--- src/hdl/rar_pkg.sv ---
// ----------------------------------------------------------------------------
// rar_pkg
// types and constants shared by the fraction reduction block
// ----------------------------------------------------------------------------
package rar_pkg;
    localparam int IN_WIDTH  = 32;
    localparam int DEN_WIDTH = IN_WIDTH - 1;
    localparam int W         = 64;
    localparam int RDEN_W    = 62;
    localparam int CNT_W     = 7;

    typedef enum logic [1:0] {
        OP_ADD = 2'd0,
        OP_MUL = 2'd1,
        OP_DIV = 2'd2,
        OP_RSV = 2'd3
    } t_opcode;

    typedef enum logic [3:0] {
        S_IDLE, S_MUL, S_SUM, S_SIGN, S_GCD_CHK, S_GCD_DIV, S_GCD_UPD,
        S_QN_DIV, S_QD_DIV, S_OUT
    } t_state;

    typedef struct packed {
        logic load;
        logic mul;
        logic sum;
        logic sign;
        logic div_start;
        logic [1:0] div_sel;
        logic gcd_upd;
        logic qn_load;
        logic out_load;
    } t_cmd;

    typedef struct packed {
        logic err;
        logic b_zero;
        logic div_done;
    } t_sts;

    localparam logic [1:0] DSEL_GCD = 2'd0;
    localparam logic [1:0] DSEL_QN  = 2'd1;
    localparam logic [1:0] DSEL_QD  = 2'd2;
endpackage

--- src/hdl/rar_ctrl.sv ---
// ----------------------------------------------------------------------------
// rar_ctrl
// sequencer for load, products, gcd loop, quotients and hand-off
// ----------------------------------------------------------------------------
module rar_ctrl (
    input  logic          i_clk,
    input  logic          i_rst_n,
    input  logic          i_in_valid,
    output logic          o_in_ready,
    output logic          o_out_valid,
    input  logic          i_out_ready,
    input  rar_pkg::t_sts i_sts,
    output rar_pkg::t_cmd o_cmd
);
    import rar_pkg::*;

    t_state r_state, n_state;
    logic   r_ovalid, n_ovalid;

    always_ff @(posedge i_clk) begin
        if (!i_rst_n) begin
            r_state  <= S_IDLE;
            r_ovalid <= 1'b0;
        end else begin
            r_state  <= n_state;
            r_ovalid <= n_ovalid;
        end
    end

    always_comb begin
        n_state    = r_state;
        n_ovalid   = r_ovalid;
        o_cmd      = '0;
        o_in_ready = 1'b0;
        if (r_ovalid && i_out_ready) n_ovalid = 1'b0;
        case (r_state)
            S_IDLE: begin
                o_in_ready = 1'b1;
                if (i_in_valid) begin
                    o_cmd.load = 1'b1;
                    n_state    = S_MUL;
                end
            end
            S_MUL: begin
                o_cmd.mul = 1'b1;
                n_state   = i_sts.err ? S_OUT : S_SUM;
            end
            S_SUM: begin
                o_cmd.sum = 1'b1;
                n_state   = S_SIGN;
            end
            S_SIGN: begin
                o_cmd.sign = 1'b1;
                n_state    = S_GCD_CHK;
            end
            S_GCD_CHK: begin
                if (i_sts.b_zero) begin
                    o_cmd.div_start = 1'b1;
                    o_cmd.div_sel   = DSEL_QN;
                    n_state         = S_QN_DIV;
                end else begin
                    o_cmd.div_start = 1'b1;
                    o_cmd.div_sel   = DSEL_GCD;
                    n_state         = S_GCD_DIV;
                end
            end
            S_GCD_DIV: begin
                o_cmd.div_sel = DSEL_GCD;
                if (i_sts.div_done) n_state = S_GCD_UPD;
            end
            S_GCD_UPD: begin
                o_cmd.gcd_upd = 1'b1;
                n_state       = S_GCD_CHK;
            end
            S_QN_DIV: begin
                o_cmd.div_sel = DSEL_QN;
                if (i_sts.div_done) begin
                    o_cmd.qn_load   = 1'b1;
                    o_cmd.div_start = 1'b1;
                    o_cmd.div_sel   = DSEL_QD;
                    n_state         = S_QD_DIV;
                end
            end
            S_QD_DIV: begin
                o_cmd.div_sel = DSEL_QD;
                if (i_sts.div_done) n_state = S_OUT;
            end
            S_OUT: begin
                o_cmd.div_sel = DSEL_QD;
                if (!r_ovalid || i_out_ready) begin
                    o_cmd.out_load = 1'b1;
                    n_ovalid       = 1'b1;
                    n_state        = S_IDLE;
                end
            end
            default: n_state = S_IDLE;
        endcase
    end

    assign o_out_valid = r_ovalid;
endmodule

--- config.mk ---
export PLATFORM = sky130hd
export DESIGN_NAME = rar_ctrl
export DESIGN_NICKNAME = d
export VERILOG_FILES = /design/src/hdl/rar_pkg.sv /design/src/hdl/rar_ctrl.sv
export SDC_FILE = /design/constraint.sdc
export NUM_CORES = 1
export LEC_CHECK = 0
export BUFFER_PORTS_ARGS = -buffer_cell sky130_fd_sc_hd__buf_2
export CAP_MARGIN = 40
export CORE_AREA = 8 8 45 47
export CTS_CLUSTER_SIZE = 12
export DETAILED_ROUTE_END_ITERATION = 10
export DIE_AREA = 0 0 53 55
export PLACE_DENSITY = 0.65
export SKIP_CTS_REPAIR_TIMING = 1
export SYNTH_ARGS = -nofsm -noshare
export SYNTH_HDL_FRONTEND = slang
export SYNTH_SLANG_ARGS = --single-unit
--- constraint.sdc ---
create_clock -name i_clk -period 1.5 [get_ports i_clk]
set_input_delay 0.075 -clock i_clk [delete_from_list [all_inputs] [get_ports i_clk]]
set_output_delay 0.075 -clock i_clk [all_outputs]
set_load 0.01 [all_outputs]
==> results.cfg <==
[route]
dr.pass1.iters = 5
post-route-drc-count = 0
drtAntennaViolNets = 0
wl_mm = 1.394
drt-vias-per-instance = 5.229
post_drt_wl_per_cell_um = 13.28
drtIter0Drc = 6
vias = 549

[synthesis]
yosysTopAreaCell = dfxtp_1
synth_enable_flop_cells = 0
ys.flop_type = dfxtp_1
synth_nets = 71
synth_top_area_share_pct = 19.56
synthCells = 64
ys.warnings.count = 0
syn_area_um2 = 511.7
async_reset_ff_share_pct = 0
ys_ff_latch = 5
synth-seq-area-share_pct = 19.56
synth.top_cells.by_area = dfxtp_1 (20%), mux2i_1 (7.8%), nand2_1 (5.9%)
synth_cell_types = 31
postSynthAreaPerCell_um2 = 7.996

[clock_tree]
clkLatencyLatePin_ns = 0.25
cts.sinks = 5
cts_tree = done
cts_buffers = 3
cts_buffer_depth = 2
cts_root_buf = clkbuf_4
h-tree-depth = 1
clk_pin_slew_worst_paths_ns = 0.05

[flow_run]
drv_cap = 0

[global_routing]
grtUsageMet2_pct = 18.55
grt_first_pass_wirelength_mm = 2.373
top_usage_layer = met2
grt_use_met1_pct = 10.05
grt_overflow = 0
grt_pass1_vias = 577
met3_usage_pct = 2.674
gr-usage-all-layers_pct = 11.32
antenna_found_initial = 0
grt_max_degree = 13

[timing]
fmax_mhz = 704.0
hold_violations = 0
hold-worst-slack_ns = 0.1197
fin_crit_ns = 1.421
final-max-slew-violation-count = 0
setup_tns_ns = 0
max_slew_margin_pct = 75.90
worst_pin_slew_ns = 0.3608
finalSetupViolCount = 0
fin_crit_sh_pct = 94.70
rsz0062_at_grt = false
worst_slack_ns = 0.07947
worst_clock_skew_ns = 0.002655

[place]
globalplace.congestion = 0.8048
place_inst = 101
dpl_worst_slack_ns = 0.06201
port_buffers = 18
hpwl_mm = 1.194
dpl_cell_area_um2 = 641.9

[floorplanning]
dieArea_um2 = 2915
dieHeight_um = 55
num_rows = 14
core-area_um2 = 1384
fp.dieW_um = 53
num_io_pins = 19
start_util_pct = 36.98

[pwr]
p_leak_nw = 0.3165
peakVddDrop_mv = 0.5651
power.density_nw_per_um2 = 1705

[run_status]
outcome = finished clean

[worst_setup_path]
worstPathMaxFanout = 5
worstPathCellList = or4b_4, a21oi_4, a221oi_4, mux2i_1
cp-end-kind = flop
cpLargestDelayFamily = simple AND/OR/NAND/NOR gates
critical_path_class = reg2reg
critPathLaunchType = flop
crit_slowest_cell = or4b_4
worst-path-buf-inv = 0
required_ns = 1.62
crit_path_max_incr_delay_ns = 0.56
critical_path_arrival_ns = 1.54

[final_layout]
final_cells = 105
final_cell_mix = buf_2 (18), nand2_1 (8), nor2_1 (8), buf_4 (8), mux2i_1 (4)
area_delta_synth_final_pct = 33.01
fill_cells = 146
antenna_cells = 0
mostFrequentLayoutCell = buf_2
postLayoutCellArea_um2 = 680.7
fin_nets = 97
drive_above_1_share_pct = 46.07

[hold_path]
hp-class = in2reg
[logic make-up (layout without fill, tap and decap cells)]
logic type	Yosys count	count (layout)	synth area share (%)
AOI/OAI and AO/OA	12	12	21.27
xor gates and xnor gates	1	1	1.712
buffers and inverters	6	31	8.557
DFF	5	5	19.56
muxes	4	4	7.824
and+or+nand+nor	36	36	41.08
[final cells by class]
type / instances / area [µm²] / area share, %
timing repair buffer: 26 / 150.1 / 22.06
inverter: 1 / 3.754 / 0.5515
multi-input combinational: 53 / 376.6 / 55.33
tap: 16 / 20.02 / 2.941
clock buffer: 4 / 26.28 / 3.860
sequential: 5 / 103.9 / 15.26
[routing by layer]
metal	part of all wire, %	vias to the layer above
li1	-	275
met1	40	242
met2	45	20
met3	7.0	12
met4	8.2	0
met5	0	-
[metrics by stage]
stage               power [W]  util (%)
detailed placement  0.0009806     46.38
finish               0.001160     49.19
CTS                  0.001149     48.28
global route         0.001274     49.19
floorplan           0.0007740         -
global placement    0.0009525     46.38
[report_power, final]
group	total [W]	internal (W)	switching [W]	leakage, nW
clock	0.000163	0.000101	0.0000617	0.0150
combinational	0.000776	0.000379	0.000397	0.259
sequential	0.000222	0.000177	0.0000443	0.0423
total	0.00116	0.000657	0.000503	0.316
[flip-flops by register name (all words and copies together) (netlist names)]
register,cells
r_state,4
o_out_valid,1
[worst reg2reg max path, stage by stage, from the launching register on]
cell and delay [ns]:
dfxtp_2 0.34, or4b_4 0.56, a21oi_4 0.17, a221oi_4 0.07, mux2i_1 0.14
[final timing paths]
| check | startpoint | endpoint | slack (ns) | cells after the start |
|---|---|---|---|---|
| hold / removal | i_rst_n | o_out_valid | 0.12 | 2 |
| setup reg to reg | r_state[1] | r_state[3] | 0.08 | 4 |
| setup / recovery | r_state[1] | r_state[3] | 0.08 | 4 |
| hold reg to reg | r_state[1] | r_state[1] | 0.64 | 3 |
[synthesized netlist by cell type (2+ instances only)]
cell and number:
nor3_1 3, nand3b_1 2, buf_2 2, nand2b_2 2
a211oi_1 2, mux2i_1 4, o21ai_0 3, nor2b_1 2
nor2_1 8, buf_6 2, dfxtp_1 5, nand2b_1 3
nand2_1 8
Power figures use the tool's default switching activity.
